==> config.mk <==
export PLATFORM = sky130hd
export DESIGN_NAME = rms_sound_level_meter
export DESIGN_NICKNAME = d
export VERILOG_FILES = /design/src/hw/rtl/rslm_pkg.sv /design/src/hw/rtl/rslm_front.sv /design/src/hw/rtl/rslm_queue.sv /design/src/hw/rtl/rslm_back.sv /design/src/hw/rtl/rms_sound_level_meter.sv
export SDC_FILE = /design/constraint.sdc
export NUM_CORES = 1
export LEC_CHECK = 0
export BUFFER_PORTS_ARGS = -buffer_cell sky130_fd_sc_hd__buf_2
export CORE_ASPECT_RATIO = 1.1
export CORE_MARGIN = 2
export CORE_UTILIZATION = 45
export CTS_CLUSTER_SIZE = 14
export DETAILED_ROUTE_END_ITERATION = 10
export PLACE_DENSITY = 0.67
export SYNTH_ARGS = -nofsm -noshare
export SYNTH_HDL_FRONTEND = slang
export SYNTH_SLANG_ARGS = --single-unit
export TNS_END_PERCENT = 1
==> constraint.sdc <==
create_clock -name clock -period 7.6 [get_ports clock]
set_input_delay 1.52 -clock clock [delete_from_list [all_inputs] [get_ports clock]]
set_output_delay 1.52 -clock clock [all_outputs]
set_load 0.03 [all_outputs]
==> src/hw/rtl/rslm_pkg.sv <==
// ---------------------------------------------------------------------------
// rslm_pkg: shared types and constants of the RMS sound level meter
// Default parameters, register codes, reset values and the log2 table.
// ---------------------------------------------------------------------------
package rslm_pkg;

   localparam int BLOCK_SAMPLES_DEF = 16;
   localparam int SAMPLE_BITS_DEF   = 12;

   // result fields are unsigned Q7.8 dB
   localparam int LEVEL_W = 15;

   // configuration port
   localparam int CSR_IDX_W  = 2;
   localparam int CSR_DATA_W = 16;
   localparam int DB_W       = 7;
   localparam int GAIN_W     = 16;

   localparam logic [CSR_IDX_W-1:0] CSR_REFERENCE_LEVEL = 2'd0;
   localparam logic [CSR_IDX_W-1:0] CSR_GAIN_OFFSET     = 2'd1;
   localparam logic [CSR_IDX_W-1:0] CSR_FLOOR_LEVEL     = 2'd2;
   localparam logic [CSR_IDX_W-1:0] CSR_CEILING_LEVEL   = 2'd3;

   localparam logic [DB_W-1:0]   REFERENCE_LEVEL_RST = 7'd94;
   localparam logic [GAIN_W-1:0] GAIN_OFFSET_RST     = 16'hC763;  // -14493
   localparam logic [DB_W-1:0]   FLOOR_LEVEL_RST     = 7'd40;
   localparam logic [DB_W-1:0]   CEILING_LEVEL_RST   = 7'd99;

   localparam logic [LEVEL_W-1:0] HELD_MIN_RST = 15'd25600;  // 100 dB
   localparam logic [LEVEL_W-1:0] HELD_MAX_RST = 15'd0;

   // 10*log10(2) in Q8
   localparam logic [9:0] LOG_SCALE = 10'd771;

   localparam int QUEUE_DEPTH = 2;

   // round(256*log2(1+i/64))
   localparam logic [7:0] LOG2_FRAC [64] = '{
      8'd0,   8'd6,   8'd11,  8'd17,  8'd22,  8'd28,  8'd33,  8'd38,
      8'd44,  8'd49,  8'd54,  8'd59,  8'd63,  8'd68,  8'd73,  8'd78,
      8'd82,  8'd87,  8'd92,  8'd96,  8'd100, 8'd105, 8'd109, 8'd113,
      8'd118, 8'd122, 8'd126, 8'd130, 8'd134, 8'd138, 8'd142, 8'd146,
      8'd150, 8'd154, 8'd157, 8'd161, 8'd165, 8'd169, 8'd172, 8'd176,
      8'd179, 8'd183, 8'd186, 8'd190, 8'd193, 8'd197, 8'd200, 8'd203,
      8'd207, 8'd210, 8'd213, 8'd216, 8'd220, 8'd223, 8'd226, 8'd229,
      8'd232, 8'd235, 8'd238, 8'd241, 8'd244, 8'd247, 8'd250, 8'd253
   };

   typedef struct packed {
      logic [DB_W-1:0]   reference_level;
      logic [GAIN_W-1:0] gain_offset;
      logic [DB_W-1:0]   floor_level;
      logic [DB_W-1:0]   ceiling_level;
   } cfg_type;

   typedef struct packed {
      logic full;
      logic empty;
   } q_status_type;

endpackage

==> src/hw/rtl/rslm_front.sv <==
// ---------------------------------------------------------------------------
// rslm_front: sample squaring and block accumulation
// Squares each accepted sample, sums one block and pushes the sum.
// ---------------------------------------------------------------------------
module rslm_front #(
   parameter int BLOCK_SAMPLES = rslm_pkg::BLOCK_SAMPLES_DEF,
   parameter int SAMPLE_BITS   = rslm_pkg::SAMPLE_BITS_DEF
) (
   input  logic                         clock,
   input  logic                         reset,
   input  logic                         req_push,
   output logic                         req_full,
   input  logic [SAMPLE_BITS-1:0]       req_sample,
   input  rslm_pkg::q_status_type       q_status,
   output logic                         q_push,
   output logic [2*SAMPLE_BITS+$clog2(BLOCK_SAMPLES)-1:0] q_data
);
   import rslm_pkg::*;

   localparam int SQ_W  = 2 * SAMPLE_BITS;
   localparam int CW    = $clog2(BLOCK_SAMPLES);
   localparam int SUM_W = SQ_W + CW;

   logic [SQ_W-1:0]  sq_ff, sq_in;
   logic             sq_vld_ff, sq_vld_in;
   logic [SUM_W-1:0] acc_ff, acc_in;
   logic [CW-1:0]    cnt_ff, cnt_in;
   logic             last, stall, accept;
   logic [SUM_W-1:0] sum_new;

   assign last     = (cnt_ff == CW'(BLOCK_SAMPLES - 1));
   // the closing sample of a block waits while the queue has no room
   assign stall    = sq_vld_ff && last && q_status.full;
   assign req_full = stall;
   assign accept   = req_push && !stall;
   assign sum_new  = acc_ff + SUM_W'(sq_ff);

   always_comb begin
      sq_vld_in = accept || stall;
      sq_in     = accept ? SQ_W'(SQ_W'(req_sample) * SQ_W'(req_sample)) : sq_ff;
      acc_in    = acc_ff;
      cnt_in    = cnt_ff;
      q_push    = 1'b0;
      q_data    = sum_new;
      if (sq_vld_ff && !stall) begin
         if (last) begin
            q_push = 1'b1;
            acc_in = '0;
            cnt_in = '0;
         end else begin
            acc_in = sum_new;
            cnt_in = cnt_ff + 1'b1;
         end
      end
   end

   always_ff @(posedge clock) begin
      if (reset) begin
         sq_vld_ff <= 1'b0;
         acc_ff    <= '0;
         cnt_ff    <= '0;
      end else begin
         sq_vld_ff <= sq_vld_in;
         acc_ff    <= acc_in;
         cnt_ff    <= cnt_in;
      end
   end

   always_ff @(posedge clock) begin
      sq_ff <= sq_in;
   end

endmodule

==> src/hw/rtl/rslm_queue.sv <==
// ---------------------------------------------------------------------------
// rslm_queue: short block-sum queue
// Small register queue between the accumulator and the level path.
// ---------------------------------------------------------------------------
module rslm_queue #(
   parameter int WIDTH = 28,
   parameter int DEPTH = rslm_pkg::QUEUE_DEPTH
) (
   input  logic                   clock,
   input  logic                   reset,
   input  logic                   push,
   input  logic [WIDTH-1:0]       wdata,
   input  logic                   pop,
   output logic [WIDTH-1:0]       rdata,
   output rslm_pkg::q_status_type status
);
   import rslm_pkg::*;

   localparam int PTR_W = (DEPTH > 1) ? $clog2(DEPTH) : 1;
   localparam int CNT_W = $clog2(DEPTH + 1);

   logic [WIDTH-1:0] mem_ff [DEPTH];
   logic [PTR_W-1:0] wr_ptr_ff, wr_ptr_in;
   logic [PTR_W-1:0] rd_ptr_ff, rd_ptr_in;
   logic [CNT_W-1:0] count_ff, count_in;
   logic             do_push, do_pop;

   assign status.full  = (count_ff == CNT_W'(DEPTH));
   assign status.empty = (count_ff == '0);
   assign do_push      = push && !status.full;
   assign do_pop       = pop && !status.empty;
   assign rdata        = mem_ff[rd_ptr_ff];

   always_comb begin
      wr_ptr_in = wr_ptr_ff;
      rd_ptr_in = rd_ptr_ff;
      count_in  = count_ff;
      if (do_push) begin
         wr_ptr_in = (wr_ptr_ff == PTR_W'(DEPTH - 1)) ? '0 : wr_ptr_ff + 1'b1;
      end
      if (do_pop) begin
         rd_ptr_in = (rd_ptr_ff == PTR_W'(DEPTH - 1)) ? '0 : rd_ptr_ff + 1'b1;
      end
      if (do_push && !do_pop) begin
         count_in = count_ff + 1'b1;
      end else if (do_pop && !do_push) begin
         count_in = count_ff - 1'b1;
      end
   end

   always_ff @(posedge clock) begin
      if (reset) begin
         wr_ptr_ff <= '0;
         rd_ptr_ff <= '0;
         count_ff  <= '0;
      end else begin
         wr_ptr_ff <= wr_ptr_in;
         rd_ptr_ff <= rd_ptr_in;
         count_ff  <= count_in;
      end
   end

   always_ff @(posedge clock) begin
      if (do_push) begin
         mem_ff[wr_ptr_ff] <= wdata;
      end
   end

endmodule

==> src/hw/rtl/rslm_back.sv <==
// ---------------------------------------------------------------------------
// rslm_back: block level computation and min/max hold
// Mean square, log2 by normalization and table, dB scaling, clamp, hold.
// ---------------------------------------------------------------------------
module rslm_back #(
   parameter int BLOCK_SAMPLES = rslm_pkg::BLOCK_SAMPLES_DEF,
   parameter int SAMPLE_BITS   = rslm_pkg::SAMPLE_BITS_DEF
) (
   input  logic                            clock,
   input  logic                            reset,
   input  rslm_pkg::cfg_type               cfg,
   input  rslm_pkg::q_status_type          q_status,
   output logic                            q_pop,
   input  logic [2*SAMPLE_BITS+$clog2(BLOCK_SAMPLES)-1:0] q_data,
   output logic                            rsp_empty,
   input  logic                            rsp_pop,
   output logic [rslm_pkg::LEVEL_W-1:0]    rsp_level_db,
   output logic [rslm_pkg::LEVEL_W-1:0]    rsp_min_db,
   output logic [rslm_pkg::LEVEL_W-1:0]    rsp_max_db,
   output logic [rslm_pkg::LEVEL_W-1:0]    rsp_avg_db
);
   import rslm_pkg::*;

   localparam int  MW     = 2 * SAMPLE_BITS;
   localparam int  LB     = $clog2(BLOCK_SAMPLES);
   localparam int  SUM_W  = MW + LB;
   localparam bit  POW2   = ((1 << LB) == BLOCK_SAMPLES);
   localparam int  PW     = $clog2(MW);
   localparam int  L2_W   = PW + 8;
   localparam int  PROD_W = L2_W + 10;
   localparam int  DBT_W  = PROD_W - 8;
   localparam int  LV_W   = DBT_W + 4;

   // floor(sum / BLOCK_SAMPLES) as (sum * RECIP) >> RS, exact for every
   // sum below 2**SUM_W; the sum is fed in one byte per cycle, top first
   localparam int  DG_W   = 8;
   localparam int  ND     = (SUM_W + DG_W - 1) / DG_W;
   localparam int  DW     = ND * DG_W;
   localparam int  RS     = SUM_W + LB;
   localparam int  RM_W   = SUM_W + 1;
   localparam int  AW     = DW + RM_W;
   localparam int  DC_W   = $clog2(ND + 1);
   localparam logic [RM_W-1:0] RECIP =
      RM_W'(((64'd1 << RS) + 64'(BLOCK_SAMPLES) - 64'd1) / 64'(BLOCK_SAMPLES));

   localparam logic [2:0] ST_IDLE = 3'd0;
   localparam logic [2:0] ST_DIV  = 3'd1;
   localparam logic [2:0] ST_NORM = 3'd2;
   localparam logic [2:0] ST_SUM  = 3'd3;
   localparam logic [2:0] ST_OUT  = 3'd4;

   logic [2:0]          state_ff, state_in;
   logic [DW-1:0]       quo_ff, quo_in;
   logic [AW-1:0]       acc_ff, acc_in;
   logic [DC_W-1:0]     dcnt_ff, dcnt_in;
   logic [MW-1:0]       m_ff, m_in;
   logic [PW-1:0]       pos_ff, pos_in;
   logic [PROD_W-1:0]   prod_ff, prod_in;
   logic [LEVEL_W-1:0]  level_ff, level_in;
   logic [LEVEL_W-1:0]  min_ff, min_in;
   logic [LEVEL_W-1:0]  max_ff, max_in;
   logic                rsp_vld_ff, rsp_vld_in;
   logic [LEVEL_W-1:0]  rsp_level_ff, rsp_min_ff, rsp_max_ff, rsp_avg_ff;
   logic                rsp_load;

   // reciprocal multiply step
   logic [DG_W+RM_W-1:0] part;
   logic [AW-1:0]       acc_step;
   logic [MW-1:0]       mean_div, mean_pow2;

   // normalization
   logic                shift4, shift1;
   logic [L2_W-1:0]     l2;

   // level arithmetic
   logic signed [LV_W-1:0] lvl, lo, hi, lvl_c;
   logic [LEVEL_W-1:0]  new_min, new_max;
   logic [LEVEL_W:0]    mm_sum;
   logic                slot_free;

   assign part      = {{RM_W{1'b0}}, quo_ff[DW-1 -: DG_W]} * {{DG_W{1'b0}}, RECIP};
   assign acc_step  = {acc_ff[AW-DG_W-1:0], {DG_W{1'b0}}} + AW'(part);
   assign mean_div  = acc_step[RS +: MW];
   assign mean_pow2 = q_data[LB +: MW];

   assign shift4 = (m_ff[MW-1 -: 4] == 4'd0) && (pos_ff >= PW'(4));
   assign shift1 = !m_ff[MW-1] && (pos_ff != '0);
   assign l2     = {pos_ff, LOG2_FRAC[m_ff[MW-2 -: 6]]};

   assign lvl = LV_W'({cfg.reference_level, 8'd0})
              + {{(LV_W-GAIN_W){cfg.gain_offset[GAIN_W-1]}}, cfg.gain_offset}
              + LV_W'(prod_ff[PROD_W-1:8]);
   assign lo  = LV_W'({cfg.floor_level, 8'd0});
   assign hi  = LV_W'({cfg.ceiling_level, 8'd0});

   always_comb begin
      lvl_c = lvl;
      if (lvl_c <= lo) begin
         lvl_c = lo;
      end
      if (lvl_c >= hi) begin
         lvl_c = hi;
      end
   end

   assign new_max   = (level_ff > max_ff) ? level_ff : max_ff;
   assign new_min   = (level_ff < min_ff) ? level_ff : min_ff;
   assign mm_sum    = {1'b0, new_min} + {1'b0, new_max};
   assign slot_free = !rsp_vld_ff || rsp_pop;

   always_comb begin
      state_in = state_ff;
      quo_in   = quo_ff;
      acc_in   = acc_ff;
      dcnt_in  = dcnt_ff;
      m_in     = m_ff;
      pos_in   = pos_ff;
      prod_in  = prod_ff;
      level_in = level_ff;
      min_in   = min_ff;
      max_in   = max_ff;
      q_pop    = 1'b0;
      rsp_load = 1'b0;
      unique case (state_ff)
         ST_IDLE: begin
            if (!q_status.empty) begin
               q_pop  = 1'b1;
               pos_in = PW'(MW - 1);
               if (POW2) begin
                  m_in     = (mean_pow2 == '0) ? MW'(1) : mean_pow2;
                  state_in = ST_NORM;
               end else begin
                  quo_in   = DW'(q_data);
                  acc_in   = '0;
                  dcnt_in  = '0;
                  state_in = ST_DIV;
               end
            end
         end
         ST_DIV: begin
            quo_in  = {quo_ff[DW-DG_W-1:0], {DG_W{1'b0}}};
            acc_in  = acc_step;
            dcnt_in = dcnt_ff + 1'b1;
            if (dcnt_ff == DC_W'(ND - 1)) begin
               m_in     = (mean_div == '0) ? MW'(1) : mean_div;
               state_in = ST_NORM;
            end
         end
         ST_NORM: begin
            if (shift4) begin
               m_in   = {m_ff[MW-5:0], 4'd0};
               pos_in = pos_ff - PW'(4);
            end else if (shift1) begin
               m_in   = {m_ff[MW-2:0], 1'b0};
               pos_in = pos_ff - 1'b1;
            end else begin
               prod_in  = PROD_W'(l2) * PROD_W'(LOG_SCALE);
               state_in = ST_SUM;
            end
         end
         ST_SUM: begin
            level_in = lvl_c[LEVEL_W-1:0];
            state_in = ST_OUT;
         end
         ST_OUT: begin
            if (slot_free) begin
               rsp_load = 1'b1;
               min_in   = new_min;
               max_in   = new_max;
               state_in = ST_IDLE;
            end
         end
         default: begin
            state_in = ST_IDLE;
         end
      endcase
   end

   always_comb begin
      rsp_vld_in = rsp_vld_ff;
      if (rsp_load) begin
         rsp_vld_in = 1'b1;
      end else if (rsp_pop) begin
         rsp_vld_in = 1'b0;
      end
   end

   always_ff @(posedge clock) begin
      if (reset) begin
         state_ff   <= ST_IDLE;
         rsp_vld_ff <= 1'b0;
         min_ff     <= HELD_MIN_RST;
         max_ff     <= HELD_MAX_RST;
      end else begin
         state_ff   <= state_in;
         rsp_vld_ff <= rsp_vld_in;
         min_ff     <= min_in;
         max_ff     <= max_in;
      end
   end

   always_ff @(posedge clock) begin
      quo_ff   <= quo_in;
      acc_ff   <= acc_in;
      dcnt_ff  <= dcnt_in;
      m_ff     <= m_in;
      pos_ff   <= pos_in;
      prod_ff  <= prod_in;
      level_ff <= level_in;
      if (rsp_load) begin
         rsp_level_ff <= level_ff;
         rsp_min_ff   <= new_min;
         rsp_max_ff   <= new_max;
         rsp_avg_ff   <= mm_sum[LEVEL_W:1];
      end
   end

   assign rsp_empty    = !rsp_vld_ff;
   assign rsp_level_db = rsp_level_ff;
   assign rsp_min_db   = rsp_min_ff;
   assign rsp_max_db   = rsp_max_ff;
   assign rsp_avg_db   = rsp_avg_ff;

endmodule

==> src/hw/rtl/rms_sound_level_meter.sv <==
// ---------------------------------------------------------------------------
// rms_sound_level_meter: RMS sound level meter with min/max hold
// Block RMS of ADC samples, reported as clamped Q7.8 dB with held extremes.
// ---------------------------------------------------------------------------
// Usage:
//  - Samples enter on req_push/req_full/req_sample, at most one transaction
//    per cycle; every BLOCK_SAMPLES samples close a block.
//  - One result per block leaves on rsp_empty/rsp_pop: level, held min,
//    held max and their average, all unsigned Q7.8 dB.
//  - From the closing sample to its result: finish and queue the sum,
//    pick it up, 0 to 8 leading-one normalization steps at default
//    settings, then the scale multiply, the clamp and the result register.
//    A BLOCK_SAMPLES that is not a power of two adds one reciprocal step
//    per byte of the block sum.
//  - Throughput: one sample per cycle while the level path keeps up;
//    the two-entry sum queue absorbs jitter, and req_full rises only
//    when it is full.
//  - A stalled receiver holds the result register; the level path waits,
//    the queue fills and req_full stalls the closing sample of a block.
//  - Reset restores register defaults, empties all stages and sets held
//    min to 100 dB, held max to 0 dB. Write csr_* only with nothing in flight.
// ---------------------------------------------------------------------------
module rms_sound_level_meter #(
   parameter int BLOCK_SAMPLES = rslm_pkg::BLOCK_SAMPLES_DEF,
   parameter int SAMPLE_BITS   = rslm_pkg::SAMPLE_BITS_DEF
) (
   input  logic                            clock,
   input  logic                            reset,
   // sample transactions
   input  logic                            req_push,
   output logic                            req_full,
   input  logic [SAMPLE_BITS-1:0]          req_sample,
   // result transactions
   output logic                            rsp_empty,
   input  logic                            rsp_pop,
   output logic [rslm_pkg::LEVEL_W-1:0]    rsp_level_db,
   output logic [rslm_pkg::LEVEL_W-1:0]    rsp_min_db,
   output logic [rslm_pkg::LEVEL_W-1:0]    rsp_max_db,
   output logic [rslm_pkg::LEVEL_W-1:0]    rsp_avg_db,
   // configuration writes
   input  logic                            csr_write,
   input  logic [rslm_pkg::CSR_IDX_W-1:0]  csr_index,
   input  logic [rslm_pkg::CSR_DATA_W-1:0] csr_wdata
);
   import rslm_pkg::*;

   localparam int SUM_W = 2 * SAMPLE_BITS + $clog2(BLOCK_SAMPLES);

   cfg_type          cfg_ff, cfg_in;
   q_status_type     q_status;
   logic             q_push, q_pop;
   logic [SUM_W-1:0] q_wdata, q_rdata;

   // register file: out-of-range bits of the write data are dropped
   always_comb begin
      cfg_in = cfg_ff;
      if (csr_write) begin
         unique case (csr_index)
            CSR_REFERENCE_LEVEL: cfg_in.reference_level = csr_wdata[DB_W-1:0];
            CSR_GAIN_OFFSET:     cfg_in.gain_offset     = csr_wdata[GAIN_W-1:0];
            CSR_FLOOR_LEVEL:     cfg_in.floor_level     = csr_wdata[DB_W-1:0];
            CSR_CEILING_LEVEL:   cfg_in.ceiling_level   = csr_wdata[DB_W-1:0];
            default: begin
               cfg_in = cfg_ff;
            end
         endcase
      end
   end

   always_ff @(posedge clock) begin
      if (reset) begin
         cfg_ff.reference_level <= REFERENCE_LEVEL_RST;
         cfg_ff.gain_offset     <= GAIN_OFFSET_RST;
         cfg_ff.floor_level     <= FLOOR_LEVEL_RST;
         cfg_ff.ceiling_level   <= CEILING_LEVEL_RST;
      end else begin
         cfg_ff <= cfg_in;
      end
   end

   // front: square and accumulate one block
   rslm_front #(
      .BLOCK_SAMPLES (BLOCK_SAMPLES),
      .SAMPLE_BITS   (SAMPLE_BITS)
   ) u_front (
      .clock      (clock),
      .reset      (reset),
      .req_push   (req_push),
      .req_full   (req_full),
      .req_sample (req_sample),
      .q_status   (q_status),
      .q_push     (q_push),
      .q_data     (q_wdata)
   );

   // block sums waiting for the level path
   rslm_queue #(
      .WIDTH (SUM_W),
      .DEPTH (QUEUE_DEPTH)
   ) u_queue (
      .clock  (clock),
      .reset  (reset),
      .push   (q_push),
      .wdata  (q_wdata),
      .pop    (q_pop),
      .rdata  (q_rdata),
      .status (q_status)
   );

   // back: mean, log, dB, clamp, hold and result register
   rslm_back #(
      .BLOCK_SAMPLES (BLOCK_SAMPLES),
      .SAMPLE_BITS   (SAMPLE_BITS)
   ) u_back (
      .clock        (clock),
      .reset        (reset),
      .cfg          (cfg_ff),
      .q_status     (q_status),
      .q_pop        (q_pop),
      .q_data       (q_rdata),
      .rsp_empty    (rsp_empty),
      .rsp_pop      (rsp_pop),
      .rsp_level_db (rsp_level_db),
      .rsp_min_db   (rsp_min_db),
      .rsp_max_db   (rsp_max_db),
      .rsp_avg_db   (rsp_avg_db)
   );

endmodule
==> impl_metrics.json <==
{
  "cp_num_buf_inv": 2,
  "clk_root_buffer_cell": "clkbuf_16",
  "grt.total_usage_pct": 18.62,
  "die-area_mm2": 0.04950,
  "rows": 83,
  "via_per_inst": 5.387,
  "grt_pass1_vias": 15450,
  "grt_max_degree": 63,
  "synth-seq-cells": 302,
  "hold_buffers": 0,
  "hold_path_class": "register to register",
  "r2r_cells": 28,
  "status": "complete, no violations",
  "clkSinkCount": 302,
  "drv_slew": 0,
  "first_pass_iters": 5,
  "gp_congestion": 0.8765,
  "wire_per_inst_um": 15.93,
  "postRouteAntennaNets": 0,
  "ys_async_sr_fraction_pct": 0,
  "most-common-layout-cells": "ha_1 (254), inv_1 (216), edfxtp_1 (193)",
  "crit_slowest_cell": "a311oi_4",
  "dr_total_vias": 15550,
  "synth_area_mm2": 0.02148,
  "path_common_cell": "ha_1",
  "insertion_delay_ps": 550,
  "finalCritPeriodShare_pct": 91.74,
  "cp-start-kind": "register",
  "yosys.cell_types.count": 78,
  "critPathKind": "register to register",
  "syn-instance-count": 2157,
  "cts_setup_buffers": 0,
  "final_nets": 2605,
  "hold_depth": 2,
  "worst_pin_slew_ps": 1199,
  "endpoint_kind": "register",
  "required_ps": 7890,
  "crit_start": "cfg_ff[30]$_SDFFE_PP0P_",
  "die_h_um": 233.1,
  "htree_levels": 2,
  "cts_tree": "built",
  "grt_pass1_wl_mm": 75.21,
  "yosysSeqAreaShare_pct": 37.14,
  "portBuffers": 96,
  "clk_path_buf_depth": 3,
  "r2r_start": "cfg_ff[30]$_SDFFE_PP0P_",
  "core_region_area_mm2": 0.04694,
  "critical-path-top-delay-family": "compound AO/OA/AOI/OAI gates",
  "fin_skew_ps": 34.84,
  "drc": 0,
  "reg2reg_slack_ps": 630,
  "yosys_warnings": 0,
  "cts_resized": 0,
  "arrival_ps": 7270,
  "layout_commonest_cell": "ha_1",
  "synth_area_per_cell_um2": 9.958,
  "drive_above_1_share_pct": 9.289,
  "synth_edf_count": 193,
  "initial_core_util_pct": 45.76,
  "fmax_mhz": 143.4,
  "crit_fanout": 15,
  "setup_viol": 0,
  "ys.flop_type": "edfxtp_1",
  "syn2layout_area_growth_pct": 10.61,
  "rsz0062_at_grt": "no",
  "worstReg2RegEnd": "u_back.level_ff[11]$_DFFE_PP_",
  "worstSetupPathDepth": 28,
  "die_x_um": 212.3,
  "hpwl_mm": 34.95,
  "num_antenna_cells": 0,
  "endpoint": "u_back.level_ff[11]$_DFFE_PP_",
  "maxCapViolCount": 0,
  "cts_buffers": 35,
  "slew_headroom_pct": 20.07,
  "drtIter0Drc": 991,
  "routed_wl_mm": 45.99,
  "syn_nets": 2538,
  "nFillCells": 4266,
  "io_pins": 97,
  "antenna_found_initial": 0,
  "grt_overflow": 0,
  "setup_tns_ps": 0,
  "min_period_ps": 6972,
  "path_clk_slew_ps": 60,
  "hold_viol_final": 0,
  "slowest_delay_ps": 630
}
==> cell families (layout without fill, tap and decap cells) <==
kind of cell               Yosys count  after routing  share of synthesized area (%)
buffers and inverters              296            389                          5.208
AOI/OAI and AO/OA                  429            429                          12.82
xor gates and xnor gates           107            107                          4.427
muxes                               85             85                          4.066
DFF                                302            302                          37.14
adders and majority gates          346            346                          23.37
and+or+nand+nor                    592            592                          12.97
==> metrics by stage <==
step	hold WS [ps]	setup WS, ps	std cells	cell area [um2]	utilization (%)
2_1_floorplan	436.3	722.5	2157	21480	-
3_3_place_gp	445.2	372.2	2824	22600	48.14
3_5_place_dp	453.5	174.7	2824	22600	48.14
4_1_cts	463.2	688.5	2887	23760	50.61
5_1_grt	490.1	208.0	2887	23760	50.61
6_report	467.0	627.9	2887	23760	50.61
==> Yosys cell counts, drive strengths merged (7+ instances only) <==
| cell | count | area, um2 |
|---|---|---|
| or2 | 8 | 50.05 |
| ha | 254 | 3178 |
| a31oi | 15 | 108.9 |
| nand2b | 14 | 87.58 |
| nor2 | 174 | 653.1 |
| fa | 92 | 1842 |
| a21oi | 116 | 580.6 |
| dfxtp | 109 | 2182 |
| o211ai | 20 | 150.1 |
| a211oi | 17 | 127.6 |
| a21o | 18 | 136.4 |
| nand3 | 34 | 170.2 |
| a22oi | 25 | 187.7 |
| a311oi | 8 | 93.84 |
| or3 | 17 | 106.4 |
| nor4 | 8 | 50.05 |
| xor2 | 30 | 262.8 |
| o21bai | 9 | 67.56 |
| nand2 | 183 | 689.4 |
| and3 | 7 | 43.79 |
| xnor2 | 76 | 665.6 |
| edfxtp | 193 | 5796 |
| nand4 | 17 | 112.6 |
| buf | 10 | 45.04 |
| nor2b | 28 | 175.2 |
| nor3 | 24 | 120.1 |
| and2 | 58 | 362.9 |
| o21ai | 113 | 569.3 |
| o21a | 18 | 135.1 |
| o31ai | 7 | 52.55 |
| mux2i | 67 | 670.6 |
| inv | 216 | 810.8 |
| clkbuf | 70 | 262.8 |
| o22ai | 13 | 81.33 |
| mux2 | 18 | 202.7 |
==> worst register-to-register path: cells and delay by family (launching register included) <==
kind            cells  cell delay (ps)
compound gates     16             3540
fa+ha+maj           5             1670
simple gates        3              540
mux                 1              380
flops               1              350
xor+xnor            1              140
buf+inv             2              110
==> sequential cells by signal (all words and copies together) (netlist names), 4 cells and up, named ones only <==
register,count
u_front.cnt_ff,4
u_front.sq_ff,23
u_queue.mem_ff,48
u_back.level_ff,15
u_back.pos_ff,5
cfg_ff,37
u_back.rsp_min_db,15
u_back.rsp_max_db,15
u_back.rsp_level_db,15
u_back.max_ff,15
u_front.acc_ff,28
u_back.prod_ff,15
u_back.m_ff,24
u_back.min_ff,15
u_back.rsp_avg_db,15
==> how the worst min path moves through the flow <==
stage,start,endpoint,slack (ps)
floorplan,cfg_ff[11]$_SDFFE_PP0P_,cfg_ff[11]$_SDFFE_PP0P_,440
global placement,cfg_ff[9]$_SDFFE_PP0P_,cfg_ff[9]$_SDFFE_PP0P_,450
detailed placement,cfg_ff[9]$_SDFFE_PP0P_,cfg_ff[9]$_SDFFE_PP0P_,450
CTS,cfg_ff[9]$_SDFFE_PP0P_,cfg_ff[9]$_SDFFE_PP0P_,460
global route,cfg_ff[8]$_SDFFE_PP0P_,cfg_ff[8]$_SDFFE_PP0P_,490
finish,cfg_ff[9]$_SDFFE_PP0P_,cfg_ff[9]$_SDFFE_PP0P_,470
==> per-layer routing <==
layer | part of all wire, % | routed length [um] | track usage, % | vias up
met3 | 4.4 | 2011 | 3.065 | 56
met5 | 0 | 0 | 0 | -
met2 | 49 | 22740 | 32.70 | 289
met4 | 1.7 | 799 | 4.655 | 0
li1 | - | - | - | 7708
met1 | 44 | 20440 | 23.84 | 7500
==> layout make-up <==
| cell class | count | area (um2) | share of cell area, % |
|---|---|---|---|
| flip-flops and latches | 302 | 7978 | 33.58 |
| well taps | 637 | 797.0 | 3.355 |
| clock buffers | 40 | 894.6 | 3.766 |
| repair buffers | 110 | 585.6 | 2.465 |
| inverters | 216 | 810.8 | 3.413 |
| clock inverters | 23 | 264.0 | 1.111 |
| multi-input cells | 1559 | 12430 | 52.31 |
Power is left out: the tool's default activity adds up to more than one toggle a clock period on the data nets, which glitch-free logic cannot reach.
